===== config.mk =====
export PLATFORM = sky130hd
export DESIGN_NAME = periodic_trigger_table_top
export DESIGN_NICKNAME = d
export VERILOG_FILES = /design/src/rtl/ptt_pkg.sv /design/src/rtl/ptt_ram.sv /design/src/rtl/ptt_update.sv /design/src/rtl/periodic_trigger_table_top.sv
export SDC_FILE = /design/constraint.sdc
export NUM_CORES = 1
export LEC_CHECK = 0
export BUFFER_PORTS_ARGS = -buffer_cell sky130_fd_sc_hd__buf_2
export CAP_MARGIN = 15
export CORE_MARGIN = 5
export CORE_UTILIZATION = 62
export CTS_BUF_LIST = sky130_fd_sc_hd__clkbuf_16
export DETAILED_ROUTE_END_ITERATION = 10
export PLACE_DENSITY = 0.86
export SYNTH_ARGS = -nofsm -noshare
export SYNTH_HDL_FRONTEND = slang
export SYNTH_SLANG_ARGS = --single-unit

===== constraint.sdc =====
create_clock -name clk -period 7.8 [get_ports clk]
set_input_delay 0.78 -clock clk [delete_from_list [all_inputs] [get_ports clk]]
set_output_delay 0.78 -clock clk [all_outputs]
set_load 0.005 [all_outputs]

===== src/rtl/ptt_pkg.sv =====
// Package of the periodic trigger table: sizes, codes and shared types.
package ptt_pkg;

    localparam int NUM_TIMERS = 8;
    localparam int IDX_W      = 3;
    localparam int RT_W       = 18;
    localparam int MS_W       = 16;
    localparam int MASK_W     = 8;

    localparam logic [MS_W-1:0] TRIG_FOREVER = 16'hFFFF;

    localparam logic signed [RT_W-1:0] RT_MAX = 18'sh1FFFF;
    localparam logic signed [RT_W-1:0] RT_MIN = 18'sh20000;

    localparam logic FUNC_TICK = 1'b0;
    localparam logic FUNC_ARM  = 1'b1;

    typedef struct packed {
        logic signed [RT_W-1:0] remaining;
        logic [MS_W-1:0]        period;
        logic [MS_W-1:0]        count;
    } entry_t;

    typedef struct packed {
        logic             en;
        logic [IDX_W-1:0] addr;
        entry_t           data;
    } mem_wr_t;

    typedef struct packed {
        logic             en;
        logic [IDX_W-1:0] addr;
    } mem_rd_t;

    typedef struct packed {
        entry_t entry;
        logic   fired;
    } upd_res_t;

endpackage


===== src/rtl/ptt_ram.sv =====
// Entry memory of the periodic trigger table: one write port, one registered read port.
module ptt_ram
(
    input  logic             clk,
    input  ptt_pkg::mem_wr_t wr,
    input  ptt_pkg::mem_rd_t rd,
    output ptt_pkg::entry_t  rd_data
);
    import ptt_pkg::*;

    entry_t mem [NUM_TIMERS];
    entry_t rd_data_reg;

    always_ff @(posedge clk)
    begin
        if (wr.en)
        begin
            mem[wr.addr] <= wr.data;
        end
        if (rd.en)
        begin
            rd_data_reg <= mem[rd.addr];
        end
    end

    assign rd_data = rd_data_reg;

endmodule


===== src/rtl/ptt_update.sv =====
// Tick update of one timer entry: countdown, single reload and firing count.
module ptt_update
(
    input  ptt_pkg::entry_t     cur,
    input  logic [15:0]         elapsed,
    output ptt_pkg::upd_res_t   res
);
    import ptt_pkg::*;

    logic signed [RT_W:0]   diff;
    logic signed [RT_W-1:0] after_sub;
    logic signed [RT_W:0]   sum;
    logic signed [RT_W-1:0] after_add;
    logic                   fire;

    always_comb
    begin
        diff = {cur.remaining[RT_W-1], cur.remaining} - $signed({3'b000, elapsed});
        // The result only leaves the 18-bit range on the negative side.
        if (diff[RT_W] != diff[RT_W-1])
        begin
            after_sub = RT_MIN;
        end
        else
        begin
            after_sub = diff[RT_W-1:0];
        end

        fire = after_sub[RT_W-1] || (after_sub == '0);

        sum = {after_sub[RT_W-1], after_sub} + $signed({3'b000, cur.period});
        // Adding an unsigned period can only overflow upwards.
        if (sum[RT_W] != sum[RT_W-1])
        begin
            after_add = RT_MAX;
        end
        else
        begin
            after_add = sum[RT_W-1:0];
        end

        res.entry.period = cur.period;
        res.fired        = fire;
        if (fire)
        begin
            res.entry.remaining = after_add;
            if (cur.count != TRIG_FOREVER)
            begin
                res.entry.count = cur.count - 16'd1;
            end
            else
            begin
                res.entry.count = cur.count;
            end
        end
        else
        begin
            res.entry.remaining = after_sub;
            res.entry.count     = cur.count;
        end
    end

endmodule


===== src/rtl/periodic_trigger_table_top.sv =====
// Top level of the periodic trigger table: stream ports, sequencer and result register.
// An arm transfer writes its entry on acceptance; a tick transfer has the sequencer walk the
// entries one per cycle (read, update, write back). Either then goes to the finish state, which
// loads the output register, and the next item is taken back in idle. A result waits in the
// output register for the sink; a new result, and with it the input, stalls while it is full.
// rst_n is asynchronous and active low; it clears the state, the active flags and output valid.
module periodic_trigger_table_top
(
    input  logic        clk,
    input  logic        rst_n,
    input  logic        s_tvalid,
    output logic        s_tready,
    // s_tdata from bit 0: timer_index[2:0], elapsed_ms[18:3], first_delay_ms[34:19],
    // period_ms[50:35], repeat_count[66:51], zero fill[71:67]
    input  logic [71:0] s_tdata,
    // s_tuser: func (0 tick, 1 arm)
    input  logic        s_tuser,
    output logic        m_tvalid,
    input  logic        m_tready,
    // m_tdata from bit 0: fired_mask[7:0], active_mask[15:8]
    output logic [15:0] m_tdata
);
    import ptt_pkg::*;

    typedef enum logic [2:0]
    {
        ST_IDLE   = 3'b001,
        ST_RUN    = 3'b010,
        ST_FINISH = 3'b100
    } state_t;

    state_t              state_reg, state_next;
    logic [IDX_W-1:0]    proc_idx_reg, proc_idx_next;
    logic [MS_W-1:0]     elapsed_reg, elapsed_next;
    logic [MASK_W-1:0]   pend_fired_reg, pend_fired_next;
    logic [NUM_TIMERS-1:0] active_reg, active_next;
    logic                out_valid_reg, out_valid_next;
    logic [MASK_W-1:0]   out_fired_reg, out_fired_next;
    logic [MASK_W-1:0]   out_active_reg, out_active_next;

    logic [IDX_W-1:0]    in_idx;
    logic [MS_W-1:0]     in_elapsed;
    entry_t              in_entry;
    logic                in_accept;
    logic                out_free;

    mem_wr_t             wr;
    mem_rd_t             rd;
    entry_t              rd_data;
    upd_res_t            upd;

    // Unpack the input transfer.
    assign in_idx             = s_tdata[2:0];
    assign in_elapsed         = s_tdata[18:3];
    assign in_entry.remaining = $signed({2'b00, s_tdata[34:19]});
    assign in_entry.period    = s_tdata[50:35];
    assign in_entry.count     = s_tdata[66:51];

    assign s_tready  = (state_reg == ST_IDLE);
    assign in_accept = s_tvalid && s_tready;
    assign out_free  = !out_valid_reg || m_tready;

    ptt_ram u_ram
    (
        .clk     (clk),
        .wr      (wr),
        .rd      (rd),
        .rd_data (rd_data)
    );

    ptt_update u_update
    (
        .cur     (rd_data),
        .elapsed (elapsed_reg),
        .res     (upd)
    );

    always_comb
    begin
        state_next      = state_reg;
        proc_idx_next   = proc_idx_reg;
        elapsed_next    = elapsed_reg;
        pend_fired_next = pend_fired_reg;
        active_next     = active_reg;
        out_valid_next  = out_valid_reg;
        out_fired_next  = out_fired_reg;
        out_active_next = out_active_reg;

        wr.en   = 1'b0;
        wr.addr = proc_idx_reg;
        wr.data = upd.entry;
        rd.en   = 1'b0;
        rd.addr = proc_idx_reg + 3'd1;

        if (m_tvalid && m_tready)
        begin
            out_valid_next = 1'b0;
        end

        case (state_reg)
            ST_IDLE:
            begin
                if (in_accept)
                begin
                    pend_fired_next = '0;
                    if (s_tuser == FUNC_ARM)
                    begin
                        // Every index the field can carry names an entry of the table.
                        wr.en               = 1'b1;
                        wr.addr             = in_idx;
                        wr.data             = in_entry;
                        active_next[in_idx] = (in_entry.count != '0);
                        state_next          = ST_FINISH;
                    end
                    else
                    begin
                        elapsed_next  = in_elapsed;
                        proc_idx_next = '0;
                        rd.en         = 1'b1;
                        rd.addr       = '0;
                        state_next    = ST_RUN;
                    end
                end
            end

            ST_RUN:
            begin
                // Disabled entries are left untouched; their memory contents never matter.
                if (active_reg[proc_idx_reg])
                begin
                    wr.en                         = 1'b1;
                    active_next[proc_idx_reg]     = (upd.entry.count != '0);
                    pend_fired_next[proc_idx_reg] = upd.fired;
                end
                if (proc_idx_reg == IDX_W'(NUM_TIMERS - 1))
                begin
                    state_next = ST_FINISH;
                end
                else
                begin
                    rd.en         = 1'b1;
                    proc_idx_next = proc_idx_reg + 3'd1;
                end
            end

            ST_FINISH:
            begin
                if (out_free)
                begin
                    out_valid_next  = 1'b1;
                    out_fired_next  = pend_fired_reg;
                    out_active_next = active_reg;
                    state_next      = ST_IDLE;
                end
            end

            default:
            begin
                state_next = ST_IDLE;
            end
        endcase
    end

    always_ff @(posedge clk or negedge rst_n)
    begin
        if (!rst_n)
        begin
            state_reg     <= ST_IDLE;
            active_reg    <= '0;
            out_valid_reg <= 1'b0;
        end
        else
        begin
            state_reg     <= state_next;
            active_reg    <= active_next;
            out_valid_reg <= out_valid_next;
        end
    end

    always_ff @(posedge clk)
    begin
        proc_idx_reg   <= proc_idx_next;
        elapsed_reg    <= elapsed_next;
        pend_fired_reg <= pend_fired_next;
        out_fired_reg  <= out_fired_next;
        out_active_reg <= out_active_next;
    end

    assign m_tvalid = out_valid_reg;
    assign m_tdata  = {out_active_reg, out_fired_reg};

endmodule

# Word-level counts from Yosys, hierarchy flattened
# Memories as Yosys holds them, arrays and structs flattened. A register that Yosys moved wholly into a read port is not among the register bits.
# Cells that the tools add are included.
totals:
  ram_bits: 400
  input_bits: 77
  n_memories: 1
  wordCells: 94
  out_inout_bits: 18
  regBits: 55
op_classes:
  addsub: 4
  n_reduce_logical: 17
  order_cmp: 4
  mux: 45
  n_bitwise: 1
  n_eq_ne: 14
memory_table:
  columns: ["memory", "words", "width", "rd", "rd_clocked_by_memory_dff", "write_ports", "line", "source"]
  rows:
  - ["u_ram.mem", 8, 50, 1, 1, 1, "ptt_ram.sv:11", "entry_t mem [NUM_TIMERS];"]
op_table:
  columns: ["op", "count"]
  rows:
  - ["$mux 54", 2]
  - ["$mux 18", 3]
  - ["$mux 53", 1]
  - ["$mux 8", 5]
  - ["$mux 16", 2]
  - ["$pmux 8 s2", 2]
  - ["$reduce_bool 16->1", 2]
  - ["$bwmux 8", 3]
  - ["$mux 3", 8]
  - ["$add 18x17->19", 1]
  - ["$sub 18x17->19", 1]
  - ["$logic_not 18->1", 1]
  - ["$ne 16x16->1 const B", 1]
  - ["$sub 16x1->16 const B", 1]
  - ["$mux 1", 10]
  - ["$ne 2x2->1 const B", 5]
  - ["$pmux 3 s3", 1]
  - ["$reduce_and 3->1", 3]
  - ["$lt 3x4->1 const B", 2]
  - ["$mux 4", 2]
  - ["$reduce_and 4->1", 2]
  - ["$demux 1 s3", 2]
  - ["$eq 3x3->1 const B", 2]
  - ["$ge 3x1->1 const B", 2]
  - ["other kinds (14)", 21]

# Logic depth before layout (Yosys ltp)
# Gate-level depths: netlist (run 1).
depth:
  word_depth: 12
  ltp_mapped: 32
  mapped_depth_nobuf: 29

# Cells and area by module
# A second synthesis (run 1) with hierarchy kept.
hier_totals:
  cells_unflattened: 1285
  area_unflattened_um2: 22607.9
by_module_without_submodules:
  columns: ["mod", "cells_per_inst", "instances", "area_per_inst_um2"]
  rows:
  - ["ptt_ram", 641, 1, 16951.3]
  - ["periodic_trigger_table_top", 248, 1, 3017.9]
  - ["ptt_update", 396, 1, 2638.8]

# Worst setup path before layout (run 1)
# No wires, ideal clock.
synth_path:
  kind: "register to register"
  start: "register u_ram.rd_data[32] (netlist name)"
  end: "memory u_ram.mem[0][48] (netlist bit), data pin"
  path_slack_ns: 0.679
  setup_time_ns: 0.357
  arrival_ns: 6.764
  stages_incl_launch_ff: 32
  synth_period_minus_slack_ns: 7.121
  n_path_buf: 3
  path_cell_list: "edfxtp_1 > inv_1 > ha_1 > inv_1 > fa_1 > a211oi_1 > o21ai_1 > a21oi_1 > nor4_1 > o31ai_1 > a21oi_1 > ha_1 > clkbuf_1 > clkbuf_1 > buf_1 > nor2_1 > ha_1 > fa_1 > a21o_1 > a21oi_1 > o21ai_0 > a21o_1 > a21oi_1 > o211ai_1 > a41oi_1 > nor2_1 > a211oi_1 > nor2_1 > nor2_1 > ha_1 > nor4_1 > a2111oi_0"
synth_lines:
  columns: ["element", "line"]
  rows:
  - ["to (decl)", "ptt_ram.sv:11"]

==> flow_metrics.tcl, run 1 <==
set metrics [dict create \
    drc 0 \
    max-vdd-ir-drop_uv 239 \
    worst_setup_path_end_kind "register" \
    pin_count 95 \
    synthToLayoutAreaGrowth_pct 11.2 \
    timing.final.ws_setup_ns 0.479 \
    combPwrFrac_pct 30.9 \
    crit_required_ns 8.01 \
    die_h_um 202 \
    synth_area_leaders "edfxtp_1 65%, nand2_1 5.0%, nand3_1 3.5%" \
    place.gp.congestion 0.901 \
    hp-class "in -> async" \
    worstRegToRegCells 30 \
    crit_slowest_cell "ha_2" \
    period_minus_slack_ns 7.32 \
    r2r_end "u_ram.mem[7][32]" \
    netlist_instances 1968 \
    drt-total-wl_um 58400 \
    finalClockSkew_ns 0.0272 \
    root_buffer "clkbuf_16" \
    drv_cap 0 \
    drive_above_1_share_pct 11.5 \
    grt-ovfl-total 0 \
    rows 70 \
    rsz0062_at_grt "no" \
    yosysWarningCount 0 \
    pre_cts_ws_ns 0.414 \
    syn_nets 2085 \
    setup-tns-final_ns 0 \
    antennaDiodeCount 0 \
    status "finished, final reports clean" \
    arrival_ns 7.53 \
    reg2reg_setup_slack_ns 0.48 \
    cts_tree "built" \
    power.internal_mw 5.89 \
    cp_max_fo 11 \
    clock-sinks 505 \
    postCtsSetupBuffers 0 \
    ys_types 71 \
    worst_pin_slew_ns 1.22 \
    post_drt_wl_per_cell_um 23.1 \
    setup.worst_path.class "reg -> reg" \
    avgSynthCellArea_um2 11.6 \
    synth_top_area_cell "edfxtp_1" \
    nNetsFinal 2133 \
    fp.dieW_um 202 \
    io_buffers 89 \
    yosys.area.top_type_share_pct 64.7 \
    largest_register_ffs 400 \
    vias 16700 \
    synth_edf_count 493 \
    max_stage_delay_ns 0.47 \
    power_frac_seq_pct 42.7 \
    slew_viol_final 0 \
    setup_viol 0 \
    start_kind "register" \
    firstDrtPassIters 6 \
    synth_most_common_cell "edfxtp_1" \
    clockBufferDepth 3 \
    async_flop_share_pct 2.38 \
    grt_pass1_vias 16300 \
    fp.dieArea_um2 40800 \
    synth_flop_cell "edfxtp_1" \
    clock_latency_ns 0.59 \
    antenna_found_initial 0 \
    path_clk_slew_ns 0.06 \
    grt_max_degree 101 \
    hold_violations 0 \
    core_um2 36500 \
    finalCritPeriodShare_pct 93.9 \
    netlist_area_um2 22900 \
    detail-route-antenna-nets 0 \
    ys_seq_area_share_pct 66.1 \
    viasPerCell 6.61 \
    grt_usage_pct 27.6 \
    htreeDepth 2 \
    drtIter0Drc 2201 \
    power_leakage_nw 8.95 \
    synth_common_cells "493 x edfxtp_1, 306 x nand2_1, 161 x nand3_1" \
    pwr-share-clk_pct 26.4 \
    r2r-start "u_ram.rd_data[32]" \
    yosys_register_bits 505 \
    slew-limit-headroom_pct 18.9 \
    start_util_pct 62.6 \
    max_freq_mhz 137 \
    switchingPower_mw 3.00 \
    swShare_pct 33.7 \
    hpwlAfterDp_um 32900 \
    n_fill_cell 2371 \
    numCtsBuffers 50 \
    grt_pass1_wl_um 88600 \
    pwr_density_cell_nw_per_um2 350 \
]
[layer usage]
layer  track usage [%]  share of wire, %
met4              10.6               3.7
met1              35.4                36
met3              5.55                11
met5                 0                 0
met2              46.8                49
[logic make-up (layout without fill, tap and decap cells)]
family	after synthesis	count (layout)	synth area share (%)
multiplexers	16	16	0.755
AO/OA/AOI/OAI	441	441	11.7
AND/OR/NAND/NOR	774	774	15.3
XOR/XNOR	32	32	1.23
buffers and inverters	160	248	2.69
adder cells (fa/ha/maj)	40	40	2.25
flip-flops	505	505	66.1
[cells in the final DEF (no fill, tap or decap), types with 7 or more instances in the layout]
cell / n
o21ai_0: 136
o31ai_1: 13
nand2_1: 303
clkinv_1: 11
clkbuf_16: 51
nor2b_1: 10
a31oi_1: 10
inv_1: 39
a2bb2oi_1: 50
o22ai_1: 7
nand4_1: 9
a21oi_1: 147
nand2b_1: 9
mux2i_1: 9
xnor2_1: 24
nor4_1: 17
ha_1: 36
nor3_1: 71
buf_2: 90
buf_4: 33
xor2_1: 8
nor2_4: 10
nor2_1: 127
edfxtp_1: 493
dfrtp_1: 11
a21o_1: 10
o21ai_1: 18
clkinv_2: 10
nand3_1: 161
or3_1: 15
[cell type report]
cell class                 instances  area (um2)  share of cell area, %
timing repair buffer             124         726                   2.85
tap                              468         586                   2.30
clock buffer                      51        1280                   5.02
inverter                          32         120                  0.472
multi-input combinational       1303        7280                   28.6
clock inverter                    41         334                   1.31
sequential                       505       15100                   59.4
[how the worst max path moves through the flow]
stage | slack, ns | startpoint | to | depth (start not counted)
after floorplan | 0.68 | u_ram.rd_data[32] | u_ram.mem[0][48] | 31
after global placement | 0.75 | u_ram.rd_data[32] | u_ram.mem[1][32] | 30
after detailed placement | 0.41 | u_ram.rd_data[32] | u_ram.mem[0][32] | 30
after CTS | 0.36 | u_ram.rd_data[32] | u_ram.mem[0][32] | 30
after global routing | 0.05 | u_ram.rd_data[32] | u_ram.mem[3][32] | 30
final | 0.48 | u_ram.rd_data[32] | u_ram.mem[7][32] | 30
[power groups by stage]
stage	registers, mW	clock network (mW)	logic (mW)
global placement	3.83	0	2.48
floorplan	3.79	0	1.84
CTS	3.79	2.35	2.65
finish	3.79	2.35	2.75
detailed placement	3.84	0	2.62
global route	3.81	2.48	2.98
[metrics by stage]
step | hold slack (ns) | instances | utilization, % | cell area [um2] | power, mW
2_1_floorplan | 0.420 | 1968 | - | 22900 | 5.63
3_3_place_gp | 0.443 | 2430 | 65.1 | 23800 | 6.31
3_5_place_dp | 0.442 | 2430 | 65.1 | 23800 | 6.46
4_1_cts | 0.0849 | 2522 | 69.5 | 25400 | 8.80
5_1_grt | 0.0996 | 2524 | 69.6 | 25400 | 9.26
6_report | 0.0946 | 2524 | 69.6 | 25400 | 8.89
[worst max-delay path: cells and delay by family (launching register included)]
family / cells / cell delay [ns]
flip-flops: 1 / 0.37
adder cells (fa/ha/maj): 6 / 2.09
AO/OA/AOI/OAI: 15 / 3.25
buffers and inverters: 3 / 0.35
AND/OR/NAND/NOR: 6 / 0.85
[repair_timing]
item / in CTS / in global routing
endpoints found under the setup margin: 0 / 48
hold buffers: 0 / 0
resized for setup: 0 / 4
No activity file was read; power rests on OpenSTA's default activity.
==> inputs of run 2 (changes only) <==
- RECOVER_POWER: not set -> 25
==> run 2 against run 1 <==
The flow now finishes with violations (capacitance limit, slew limit). Clock-buffer cell count stayed put. Die area stayed put. Core utilization is 0.12 points lower. Fmax is 0.49% lower. Sequential power hardly changed. Clock power hardly changed. Register-to-register slack worse by 0.04 ns. Power is 0.12% higher. Highest routed layer unchanged.
==> flow_metrics.tcl, run 2 (same netlist as run 1, synthesis figures left out) <==
set metrics [dict create \
    status "finished with violations" \
    violations "capacitance limit, slew limit" \
    cts-hold-fix-buffers 0 \
    vias 16800 \
    setup-tns-final_ns 0 \
    pwr_density_cell_nw_per_um2 351 \
    nNetsFinal 2133 \
    final_common_cell "edfxtp_1" \
    final_util_pct 69.5 \
    cts_resized 0 \
    power_leakage_nw 8.88 \
    start_util_pct 62.6 \
    setup.worst_path.class "reg -> reg" \
    fp.dieW_um 202 \
    place.gp.congestion 0.901 \
    arrival_ns 7.57 \
    rsz0062_at_grt "no" \
    grt_pass1_vias 16300 \
    worstRegToRegCells 30 \
    post_drt_wl_per_cell_um 23.1 \
    hpwlAfterDp_um 32900 \
    slew_viol_final 272 \
    max_stage_delay_ns 0.47 \
    grt_pass1_wl_um 88600 \
    drc 0 \
    final_cell_mix "493 x edfxtp_1, 303 x nand2_1, 161 x nand3_1" \
    setup_viol 0 \
    fp.dieArea_um2 40800 \
    drive_above_1_share_pct 10.4 \
    postCtsSetupBuffers 0 \
    die_h_um 202 \
    antennaDiodeCount 0 \
    drt-total-wl_um 58400 \
    cts_tree "built" \
    max_freq_mhz 136 \
    clock-sinks 505 \
    io_buffers 89 \
    viasPerCell 6.67 \
    worst_pin_slew_ns 4.17 \
    grt_max_degree 101 \
    finalClockSkew_ns 0.0242 \
    htreeDepth 2 \
    grt-ovfl-total 0 \
    hp-class "in -> async" \
    cp_max_fo 11 \
    synthToLayoutAreaGrowth_pct 11.0 \
    core_um2 36500 \
    rows 70 \
    detail-route-antenna-nets 0 \
    numCtsBuffers 50 \
    root_buffer "clkbuf_16" \
    period_minus_slack_ns 7.36 \
    path_clk_slew_ns 0.06 \
    largest_register_ffs 400 \
    pin_count 95 \
    r2r_end "u_ram.mem[3][32]" \
    max-vdd-ir-drop_uv 240 \
    grt_usage_pct 27.6 \
    clock_latency_ns 0.59 \
    drv_cap 6 \
    finalCritPeriodShare_pct 94.3 \
    crit_slowest_cell "ha_2" \
    n_fill_cell 2388 \
    antenna_found_initial 0 \
    clockBufferDepth 3 \
    reg2reg_setup_slack_ns 0.44 \
    crit_required_ns 8.01 \
    firstDrtPassIters 7 \
    start_kind "register" \
    worst_setup_path_end_kind "register" \
    slew-limit-headroom_pct -178 \
    r2r-start "u_ram.rd_data[32]" \
    hold_violations 0 \
    drtIter0Drc 2251 \
]
-- run 2: worst max-delay path by stage --
stage | startpoint | end | slack (ns) | cells after the start
2_1_floorplan | u_ram.rd_data[32] | u_ram.mem[0][48] | 0.68 | 31
3_3_place_gp | u_ram.rd_data[32] | u_ram.mem[1][32] | 0.75 | 30
3_5_place_dp | u_ram.rd_data[32] | u_ram.mem[0][32] | 0.41 | 30
4_1_cts | u_ram.rd_data[32] | u_ram.mem[0][32] | 0.36 | 30
5_1_grt | u_ram.rd_data[32] | u_ram.mem[3][32] | 0.05 | 30
6_report | u_ram.rd_data[32] | u_ram.mem[3][32] | 0.44 | 30
-- run 2: layout make-up --
| cell class | instances | area [um2] | area share (%) |
|---|---|---|---|
| inverters | 32 | 120 | 0.473 |
| flip-flops and latches | 505 | 15100 | 59.5 |
| repair buffers | 124 | 683 | 2.69 |
| multi-input cells | 1303 | 7280 | 28.7 |
| well taps | 468 | 586 | 2.31 |
| clock buffers | 51 | 1280 | 5.03 |
| clock inverters | 41 | 334 | 1.32 |
-- run 2: stage by stage --
| stage | std cells | area, um2 | hold WS [ns] | setup slack [ns] | total power [mW] |
|---|---|---|---|---|---|
| finish | 2524 | 25400 | 0.253 | 0.443 | 8.90 |
| global route | 2524 | 25400 | 0.288 | 0.0465 | 9.27 |
| CTS | 2522 | 25400 | 0.0849 | 0.361 | 8.80 |
| detailed placement | 2430 | 23800 | 0.442 | 0.414 | 6.46 |
| global placement | 2430 | 23800 | 0.443 | 0.749 | 6.31 |
| floorplan | 1968 | 22900 | 0.420 | 0.679 | 5.63 |
-- run 2: layer usage --
metal | vias to the layer above | routed length [um] | share of wire (%) | global-route usage [%]
met5 | - | 0 | 0 | 0
li1 | 7407 | - | - | -
met3 | 205 | 6510 | 11 | 5.55
met2 | 1172 | 28700 | 49 | 46.8
met4 | 0 | 2220 | 3.8 | 10.6
met1 | 8052 | 21000 | 36 | 35.4
-- run 2: critical path: cells and delay by family (launching register included) --
family | cells | cell delay, ns
AO/OA/AOI/OAI | 15 | 3.31
adder cells (fa/ha/maj) | 6 | 2.09
buffers and inverters | 3 | 0.35
flip-flops | 1 | 0.37
AND/OR/NAND/NOR | 6 | 0.88
-- run 2: where the power goes --
part           total, mW  leakage, nW  switching (mW)  internal (mW)
combinational       2.75         3.43            1.89          0.859
sequential          3.80         4.63           0.115           3.69
clock               2.35        0.823           0.997           1.35
total               8.90         8.88            3.00           5.89
